`config.mk`:
```
export PLATFORM = sky130hd
export DESIGN_NAME = number_to_ascii_formatter
export DESIGN_NICKNAME = d
export VERILOG_FILES = /design/src/hw/rtl/n2a_pkg.sv /design/src/hw/rtl/number_to_ascii_formatter.sv /design/src/hw/rtl/n2a_dabble.sv
export SDC_FILE = /design/constraint.sdc
export NUM_CORES = 1
export LEC_CHECK = 0
export BUFFER_PORTS_ARGS = -buffer_cell sky130_fd_sc_hd__buf_2
export CAP_MARGIN = 20
export CORE_UTILIZATION = 63
export CTS_BUF_LIST = sky130_fd_sc_hd__clkbuf_4 sky130_fd_sc_hd__clkbuf_8
export CTS_CLUSTER_DIAMETER = 200
export DETAILED_ROUTE_END_ITERATION = 8
export PLACE_DENSITY = 0.83
export SLEW_MARGIN = 25
export SYNTH_ARGS = -nofsm -noshare
export SYNTH_HDL_FRONTEND = slang
export SYNTH_SLANG_ARGS = --single-unit
```
`constraint.sdc`:
```
create_clock -name clock -period 6.5 [get_ports clock]
set_clock_uncertainty 0.2 [all_clocks]
set_input_delay 0.975 -clock clock [delete_from_list [all_inputs] [get_ports clock]]
set_output_delay 0.975 -clock clock [all_outputs]
set_load 0.1 [all_outputs]
```
`src/hw/rtl/n2a_pkg.sv`:
```
package n2a_pkg;

   localparam logic [1:0] CMD_DEC   = 2'd0;
   localparam logic [1:0] CMD_HEXLO = 2'd1;
   localparam logic [1:0] CMD_HEXUP = 2'd2;
   localparam logic [1:0] CMD_RAW   = 2'd3;

   localparam int unsigned VALUE_W  = 32;
   localparam int unsigned DEC_DIGS = 10;
   localparam int unsigned BCD_W    = DEC_DIGS * 4;
   localparam int unsigned CNT_W    = 4;

   localparam logic [CNT_W-1:0] HEX_DIGS = 4'd8;
   localparam logic [7:0]       CH_LF    = 8'h0A;
   localparam logic [7:0]       CH_CR    = 8'h0D;
   localparam logic [3:0]       NIB_MASK = 4'h0F;

   typedef struct packed {
      logic [1:0]         command;
      logic [VALUE_W-1:0] value;
      logic [3:0]         hex_width;
   } req_type;

   typedef struct packed {
      logic [7:0] character;
      logic       last;
   } rsp_type;

   typedef enum logic [2:0] {
      ST_IDLE,
      ST_CONV,
      ST_SKIP,
      ST_EMIT,
      ST_RAW,
      ST_CR
   } state_type;

   function automatic logic [7:0] digit_char(input logic [3:0] nib, input logic upper);
      logic [7:0] ch;
      begin
         if (nib < 4'd10) begin
            ch = 8'h30 + {4'h0, nib};
         end else if (upper) begin
            ch = 8'h41 + {4'h0, nib - 4'd10};
         end else begin
            ch = 8'h61 + {4'h0, nib - 4'd10};
         end
         return ch;
      end
   endfunction

endpackage

```
`src/hw/rtl/number_to_ascii_formatter.sv`:
```
// Sequence, from the accepting edge to the edge that takes the last character: decimal runs
// the 32-step BCD conversion, then leading-zero skips and digits, leaving the skip state,
// and the output register; hex the same steps without the conversion; raw the byte, then a CR after a line feed.
// Throughput: busy drops as the last character is issued, so the next item may be accepted
// at the edge that takes that character; the receiver cannot stall.
// Synchronous active-high reset returns the sequencer to idle with no result pending.
module number_to_ascii_formatter (
   input  logic             clock,
   input  logic             reset,
   input  logic             start,
   output logic             busy,
   input  n2a_pkg::req_type req_data,
   output logic             rsp_strobe,
   output n2a_pkg::rsp_type rsp_data
);
   import n2a_pkg::*;

   state_type        state_ff, state_in;
   logic [1:0]       cmd_ff, cmd_in;
   logic [BCD_W-1:0] sr_ff, sr_in;
   logic [CNT_W-1:0] cnt_ff, cnt_in;
   logic [CNT_W-1:0] target_ff, target_in;
   logic             strobe_ff, strobe_in;
   rsp_type          rsp_ff, rsp_in;

   logic             dab_load;
   logic             dab_done;
   logic [BCD_W-1:0] dab_bcd;
   logic [3:0]       top_nib;
   logic [7:0]       raw_ch;
   logic             skip;
   logic [CNT_W-1:0] width_eff;

   n2a_dabble u_dabble (
      .clock (clock),
      .reset (reset),
      .load  (dab_load),
      .value (req_data.value),
      .done  (dab_done),
      .bcd   (dab_bcd)
   );

   assign top_nib = sr_ff[BCD_W-1 -: 4] & NIB_MASK;
   assign raw_ch  = sr_ff[15:8];
   assign width_eff = (req_data.hex_width == 4'd0 || req_data.hex_width > HEX_DIGS) ?
                      HEX_DIGS : req_data.hex_width;

   always_comb begin
      if (cmd_ff == CMD_DEC) begin
         skip = (cnt_ff > 4'd1) && (top_nib == 4'd0);
      end else begin
         skip = cnt_ff > target_ff;
      end
   end

   assign dab_load = (state_ff == ST_IDLE) && start && (req_data.command == CMD_DEC);

   always_comb begin
      state_in = state_ff;
      case (state_ff)
         ST_IDLE: begin
            if (start) begin
               case (req_data.command)
                  CMD_DEC:   state_in = ST_CONV;
                  CMD_RAW:   state_in = ST_RAW;
                  default:   state_in = ST_SKIP;
               endcase
            end
         end
         ST_CONV: begin
            if (dab_done) begin
               state_in = ST_SKIP;
            end
         end
         ST_SKIP: begin
            if (!skip) begin
               state_in = ST_EMIT;
            end
         end
         ST_EMIT: begin
            if (cnt_ff == 4'd1) begin
               state_in = ST_IDLE;
            end
         end
         ST_RAW: begin
            state_in = (raw_ch == CH_LF) ? ST_CR : ST_IDLE;
         end
         ST_CR:   state_in = ST_IDLE;
         default: state_in = ST_IDLE;
      endcase
   end

   always_comb begin
      cmd_in    = cmd_ff;
      sr_in     = sr_ff;
      cnt_in    = cnt_ff;
      target_in = target_ff;
      strobe_in = 1'b0;
      rsp_in    = rsp_ff;
      case (state_ff)
         ST_IDLE: begin
            if (start) begin
               cmd_in    = req_data.command;
               sr_in     = {req_data.value, 8'h00};
               cnt_in    = HEX_DIGS;
               target_in = width_eff;
            end
         end
         ST_CONV: begin
            if (dab_done) begin
               sr_in     = dab_bcd;
               cnt_in    = CNT_W'(DEC_DIGS);
               target_in = 4'd1;
            end
         end
         ST_SKIP: begin
            if (skip) begin
               sr_in  = {sr_ff[BCD_W-5:0], 4'h0};
               cnt_in = cnt_ff - 4'd1;
            end
         end
         ST_EMIT: begin
            strobe_in        = 1'b1;
            rsp_in.character = digit_char(top_nib, cmd_ff == CMD_HEXUP);
            rsp_in.last      = cnt_ff == 4'd1;
            sr_in            = {sr_ff[BCD_W-5:0], 4'h0};
            cnt_in           = cnt_ff - 4'd1;
         end
         ST_RAW: begin
            strobe_in        = 1'b1;
            rsp_in.character = raw_ch;
            rsp_in.last      = raw_ch != CH_LF;
         end
         ST_CR: begin
            strobe_in        = 1'b1;
            rsp_in.character = CH_CR;
            rsp_in.last      = 1'b1;
         end
         default: begin
            strobe_in = 1'b0;
         end
      endcase
   end

   always_ff @(posedge clock) begin
      if (reset) begin
         state_ff  <= ST_IDLE;
         strobe_ff <= 1'b0;
      end else begin
         state_ff  <= state_in;
         strobe_ff <= strobe_in;
      end
      cmd_ff    <= cmd_in;
      sr_ff     <= sr_in;
      cnt_ff    <= cnt_in;
      target_ff <= target_in;
      rsp_ff    <= rsp_in;
   end

   assign busy       = state_ff != ST_IDLE;
   assign rsp_strobe = strobe_ff;
   assign rsp_data   = rsp_ff;

endmodule

```
`src/hw/rtl/n2a_dabble.sv`:
```
module n2a_dabble (
   input  logic                      clock,
   input  logic                      reset,
   input  logic                      load,
   input  logic [n2a_pkg::VALUE_W-1:0] value,
   output logic                      done,
   output logic [n2a_pkg::BCD_W-1:0]   bcd
);
   import n2a_pkg::*;

   logic                 active_ff, active_in;
   logic                 done_ff, done_in;
   logic [4:0]           cnt_ff, cnt_in;
   logic [VALUE_W-1:0]   bin_ff, bin_in;
   logic [BCD_W-1:0]     bcd_ff, bcd_in;
   logic [BCD_W-1:0]     adj;

   // add-3 on every digit of 5 or more, then one shift
   always_comb begin
      for (int i = 0; i < DEC_DIGS; i++) begin
         if (bcd_ff[i*4 +: 4] > 4'd4) begin
            adj[i*4 +: 4] = bcd_ff[i*4 +: 4] + 4'd3;
         end else begin
            adj[i*4 +: 4] = bcd_ff[i*4 +: 4];
         end
      end
   end

   always_comb begin
      active_in = active_ff;
      done_in   = 1'b0;
      cnt_in    = cnt_ff;
      bin_in    = bin_ff;
      bcd_in    = bcd_ff;
      if (load) begin
         active_in = 1'b1;
         cnt_in    = '0;
         bin_in    = value;
         bcd_in    = '0;
      end else if (active_ff) begin
         bcd_in = {adj[BCD_W-2:0], bin_ff[VALUE_W-1]};
         bin_in = {bin_ff[VALUE_W-2:0], 1'b0};
         cnt_in = cnt_ff + 5'd1;
         if (cnt_ff == 5'd31) begin
            active_in = 1'b0;
            done_in   = 1'b1;
         end
      end
   end

   always_ff @(posedge clock) begin
      if (reset) begin
         active_ff <= 1'b0;
         done_ff   <= 1'b0;
      end else begin
         active_ff <= active_in;
         done_ff   <= done_in;
      end
      cnt_ff <= cnt_in;
      bin_ff <= bin_in;
      bcd_ff <= bcd_in;
   end

   assign done = done_ff;
   assign bcd  = bcd_ff;

endmodule
```
=== Yosys cells after proc, flatten, opt, wreduce, memory -nomap -nowiden ===
Index checks and enable logic that the tools add are counted.

* Bits of input ports: 41
* Logic and storage cells: 120
* Flip-flop bits (word level): 142
* Output and inout port bits: 11

* Add/subtract/negate cells: 16
* Equal/unequal tests: 16
* Muxes and demuxes: 40
* Magnitude comparators: 14
* Reduce and logical (&&, ||, !) cells: 20
* Bitwise logic cells: 1

{| class="wikitable"
|+ Operators with widths
! operator !! count
|-
| $pmux 40 s4 || 1
|-
| $mux 40 || 3
|-
| $mux 32 || 2
|-
| $mux 4 || 15
|-
| $gt 4x3->1 const B || 10
|-
| $add 4x2->4 const B || 9
|-
| $pmux 9 s3 || 1
|-
| $mux 3 || 6
|-
| $add 7x4->8 const A || 2
|-
| $mux 8 || 2
|-
| $pmux 4 s4 || 1
|-
| $pmux 3 s5 || 1
|-
| $eq 8x4->1 const B || 1
|-
| $logic_not 4->1 || 2
|-
| $ne 2x2->1 const B || 4
|-
| $ne 8x4->1 const B || 1
|-
| $pmux 4 s2 || 1
|-
| $reduce_and 4->1 || 2
|-
| $add 6x4->7 const A || 1
|-
| $eq 3x2->1 const B || 2
|-
| $eq 3x3->1 const B || 2
|-
| $mux 1 || 6
|-
| $pmux 3 s2 || 1
|-
| $reduce_bool 3->1 || 2
|-
| other kinds (23) || 29
|}

=== Longest topological paths before layout ===
* Depth after elaboration: 5
* Depth in mapped cells: 7

=== By module ===
From an unflattened synthesis, not the netlist that was laid out.

* Cells, all modules: 723
* Area, all modules: 7607.3 um^2

{| class="wikitable"
|+ Modules (own cells, without submodules)
! module !! area an instance (um^2) !! times used !! cells an instance
|-
| n2a_dabble || 4157.7 || 1 || 413
|-
| number_to_ascii_formatter || 3449.6 || 1 || 310
|}

=== Least setup slack after synthesis ===
Ideal clock, no wire load.

* Path type: in2reg
* Start: input port start
* End: register cnt_ff[0], enable pin
* Slack: 1116 ps
* Cell stages on the path: 3
* Arrival: 4658 ps
* Library setup time: 526 ps
* Cell sequence: mux2i_1 > and2_1 > a311oi_1

* Longest elaborated chain between the ends: 2

{| class="wikitable"
|+ RTL lines
! item !! RTL line !! RTL
|-
| start: declaration || number_to_ascii_formatter.sv:10 || <nowiki>input logic start,</nowiki>
|-
| $ne 2x2->1 (no line) || n/a ||
|-
| $reduce_and 4->1 (no line) || n/a ||
|-
| end signal: assignment || number_to_ascii_formatter.sv:155 || <nowiki>cnt_ff <= cnt_in;</nowiki>
|-
| end: declaration || number_to_ascii_formatter.sv:21 || <nowiki>logic [CNT_W-1:0] cnt_ff, cnt_in;</nowiki>
|}

Every way passes these cells.
A chain may end at the register's enable or synchronous reset.

=== Final worst setup path ===
* Start: register state_ff[0]
* End: register u_dabble.bin_ff[21] (data pin)

* Longest elaborated chain between the ends: 4

{| class="wikitable"
|+ RTL lines
! item !! RTL line !! RTL
|-
| start: declaration || number_to_ascii_formatter.sv:18 || <nowiki>state_type state_ff, state_in;</nowiki>
|-
| start signal: assignment || number_to_ascii_formatter.sv:150 || <nowiki>state_ff <= state_in;</nowiki>
|-
| $logic_not 3->1 || number_to_ascii_formatter.sv:56 || <nowiki>assign dab_load = (state_ff == ST_IDLE) && start && (req_data.command == CMD_DEC);</nowiki>
|-
| $logic_and 1x1->1 (2 in series) || number_to_ascii_formatter.sv:56 ||
|-
| $mux 32 || n2a_dabble.sv:35 || <nowiki>if (load) begin</nowiki>
|-
| net u_dabble.bin_in[21] || n2a_dabble.sv:14 || <nowiki>logic [VALUE_W-1:0] bin_ff, bin_in;</nowiki>
|-
| end signal: assignment || n2a_dabble.sv:60 || <nowiki>bin_ff <= bin_in;</nowiki>
|-
| end: declaration || n2a_dabble.sv:14 ||
|}

The timed path passes the listed nets, and every way through them passes these cells.

==> results_dict.tcl <==
set metrics [dict create \
    synthCells 668 \
    min_path_cells 2 \
    antenna_found_initial 0 \
    synth_area_um2 7150 \
    crit_path_cell_trace "nor3_4 > and3_2 > buf_4 > mux2_2" \
    clkTransAtPathRegs_ps 80 \
    yosysTopAreaCellShare_pct 38.2 \
    finalHoldViolations 0 \
    synth_edf_count 91 \
    core_um2 10900 \
    die_area_um2 11800 \
    finalCritPeriodShare_pct 47.3 \
    die_h_um 109 \
    grt_pass1_wl_mm 23.7 \
    min_path_type "flip-flop to flip-flop" \
    grt_max_degree 68 \
    cp-end-kind "flip-flop" \
    r2r_cells 4 \
    cp.arrival_ps 3080 \
    powerDensity_nw_per_um2 399 \
    htreeDepth 4 \
    numCtsBuffers 17 \
    fin_util_pct 72.1 \
    synth_compound_area_share_pct 14.2 \
    synth_seq_cells 142 \
    crit_end "u_dabble.bin_ff[21]$_DFFE_PP_" \
    drv_slew 0 \
    synth_area_leaders "edfxtp_1 (38%), dfxtp_1 (14%), ha_1 (5.8%)" \
    period_needed_ps 3080 \
    yosysMostFrequentCell "edfxtp_1" \
    synth_ff_type "edfxtp_1" \
    cp_max_fo 41 \
    synth-seq-area-share_pct 52.5 \
    insertion_delay_ps 450 \
    ctsHoldBuffers 0 \
    ant_nets 0 \
    route.detailed.drc 0 \
    setup.worst_path.class "flip-flop to flip-flop" \
    num_antenna_cells 0 \
    firstDrtPassIters 5 \
    synth_area_leader_cell "edfxtp_1" \
    io_pins 52 \
    cts.sink_count 142 \
    clock_path_buffers 2 \
    critical_path_depth 4 \
    root_buffer "clkbuf_8" \
    cp_num_buf_inv 1 \
    std_cell_rows 38 \
    cts_resized 0 \
    ir_drop_mv 0.243 \
    areaGrowthSynthToFinish_pct 10.3 \
    slew_headroom_pct 42.5 \
    regToRegEndpoint "u_dabble.bin_ff[21]$_DFFE_PP_" \
    leakagePower_nw 3.08 \
    vias 5156 \
    initial_utilization_pct 65.4 \
    r2r_setup_slack_ps 3420 \
    slowest_delay_ps 780 \
    grt_use_total_pct 26.6 \
    tightest_slew_ps 863 \
    fin_nets 781 \
    via_per_inst 6.00 \
    fmax_ghz 0.325 \
    worstPathRequired_ps 6500 \
    status "completed" \
    muxShareOfSynthArea_pct 9.78 \
    synth_cell_types 47 \
    synth_top_family_by_area "compound AO/OA/AOI/OAI gates" \
    tritoncts "done" \
    gp_congestion 0.828 \
    syn-mean-instance-area_um2 10.7 \
    finalSetupTns_ps 0 \
    rsz0062_at_grt "false" \
    routed_wl_mm 14.9 \
    io_buffers 51 \
    nFillCells 751 \
    design_area_um2 7890 \
    synthAdderAreaFrac_pct 5.78 \
    worstSetupStartpointType "flip-flop" \
    synthSimpleGateAreaFrac_pct 10.5 \
    syn-num-nets 742 \
    drive_gt1_share_pct 18.2 \
    cp_top_family "simple AND/OR/NAND/NOR gates" \
    maxCapViolCount 0 \
    ys_warn_count 0 \
    drtIter0Drc 410 \
    place_area_um2 7450 \
    setup_viol 0 \
    critPathSlowestCell "and3_2" \
    dp_hpwl_mm 10.1 \
    postCtsSetupBuffers 0 \
    synth_commonest_cells "edfxtp_1 (91), nor2_1 (64), nand2_1 (56), o21ai_0 (54), dfxtp_1 (51)" \
    startpoint "state_ff[0]$_SDFFE_PP0P_" \
    die_x_um 109 \
    synth-xor-area-share_pct 2.08 \
    grt_pass1_vias 5086 \
    grt-ovfl-total 0 \
    async_flop_share_pct 0 \
    wire_per_inst_um 17.3 \
    crit-reg2reg-launch "state_ff[0]$_SDFFE_PP0P_" \
]
layer usage:
layer	up-vias	wire, um	global-route usage (%)
met5	-	0	0
met4	0	459	12.7
met3	43	747	5.18
met2	161	7670	47.2
met1	2463	5990	30.7
li1	2489	-	-
kinds of logic (layout without fill, tap and decap cells):
family / Yosys count / count (layout)
AO/OA/AOI/OAI: 160 / 160
XOR/XNOR: 17 / 17
adder cells (fa/ha/maj): 33 / 33
buffers and inverters: 84 / 136
flip-flops: 142 / 142
multiplexers: 66 / 66
AND/OR/NAND/NOR: 166 / 166
registers in the layout, summed over array words and instances (netlist names):
| signal | count |
|---|---|
| rsp_strobe | 1 |
| u_dabble.done | 1 |
| state_ff | 3 |
| u_dabble.active_ff | 1 |
| cnt_ff | 4 |
| u_dabble.bin_ff | 32 |
| cmd_ff | 2 |
| u_dabble.cnt_ff | 5 |
| target_ff | 4 |
| rsp_data | 9 |
| u_dabble.bcd | 40 |
| sr_ff | 40 |
worst register-to-register path, cell delays in order, from the launching register on:
cell and delay [ps]:
dfxtp_1 560, nor3_4 310, and3_2 780, buf_4 570, mux2_2 420
how the worst min path moves through the flow:
stage | from | end | slack [ps]
after floorplan | u_dabble.bin_ff[31]$_DFFE_PP_ | u_dabble.bcd[0]$_SDFFE_PP0P_ | 260
after global placement | u_dabble.cnt_ff[4]$_SDFFE_PP0P_ | u_dabble.cnt_ff[4]$_SDFFE_PP0P_ | 280
after detailed placement | u_dabble.cnt_ff[4]$_SDFFE_PP0P_ | u_dabble.cnt_ff[4]$_SDFFE_PP0P_ | 300
after CTS | u_dabble.cnt_ff[3]$_SDFFE_PP0P_ | u_dabble.cnt_ff[3]$_SDFFE_PP0P_ | 330
after global routing | u_dabble.bcd[5]$_SDFFE_PP0P_ | u_dabble.bcd[5]$_SDFFE_PP0P_ | 360
final | u_dabble.cnt_ff[4]$_SDFFE_PP0P_ | u_dabble.cnt_ff[4]$_SDFFE_PP0P_ | 320
final cells by class:
type | count | area [um^2] | area share [%]
Multi-Input combinational cell | 442 | 3040 | 38.6
Inverter | 46 | 173 | 2.19
Timing Repair Buffer | 58 | 320 | 4.06
Tap cell | 140 | 175 | 2.22
Clock inverter | 15 | 188 | 2.38
Sequential cell | 142 | 3760 | 47.6
Clock buffer | 17 | 234 | 2.97
report_power, final:
part | switching [mW] | internal, mW
combinational | 0.557 | 0.389
clock | 0.357 | 0.385
sequential | 0.219 | 1.24
total | 1.13 | 2.01
metrics by stage:
stage | power (mW) | worst slack [ps] | hold WS (ps) | instances
global route | 3.33 | 3260 | 362 | 860
detailed placement | 2.40 | 3020 | 304 | 827
global placement | 2.32 | 3110 | 284 | 827
floorplan | 2.15 | 1120 | 257 | 668
CTS | 3.15 | 3240 | 326 | 859
finish | 3.14 | 3420 | 319 | 860
placed cells by master (no fill, tap or decap), types with 5 or more instances in the layout:
master | netlist | final
edfxtp_1 | 91 | 91
nor3_1 | 9 | 9
clkbuf_8 | 0 | 17
a21oi_1 | 30 | 30
a22oi_1 | 33 | 33
buf_4 | 6 | 6
o21ai_0 | 54 | 54
clkinvlp_4 | 0 | 5
a32oi_1 | 10 | 10
buf_2 | 8 | 51
inv_1 | 45 | 45
nand2_1 | 56 | 56
mux2_2 | 31 | 31
a311oi_1 | 10 | 9
nor2_1 | 64 | 64
o21bai_1 | 10 | 10
mux2i_1 | 35 | 35
xnor2_1 | 14 | 14
ha_1 | 33 | 33
or3_1 | 10 | 10
dfxtp_1 | 51 | 49
and3_1 | 6 | 5
No activity file was read; power rests on OpenSTA's default activity.
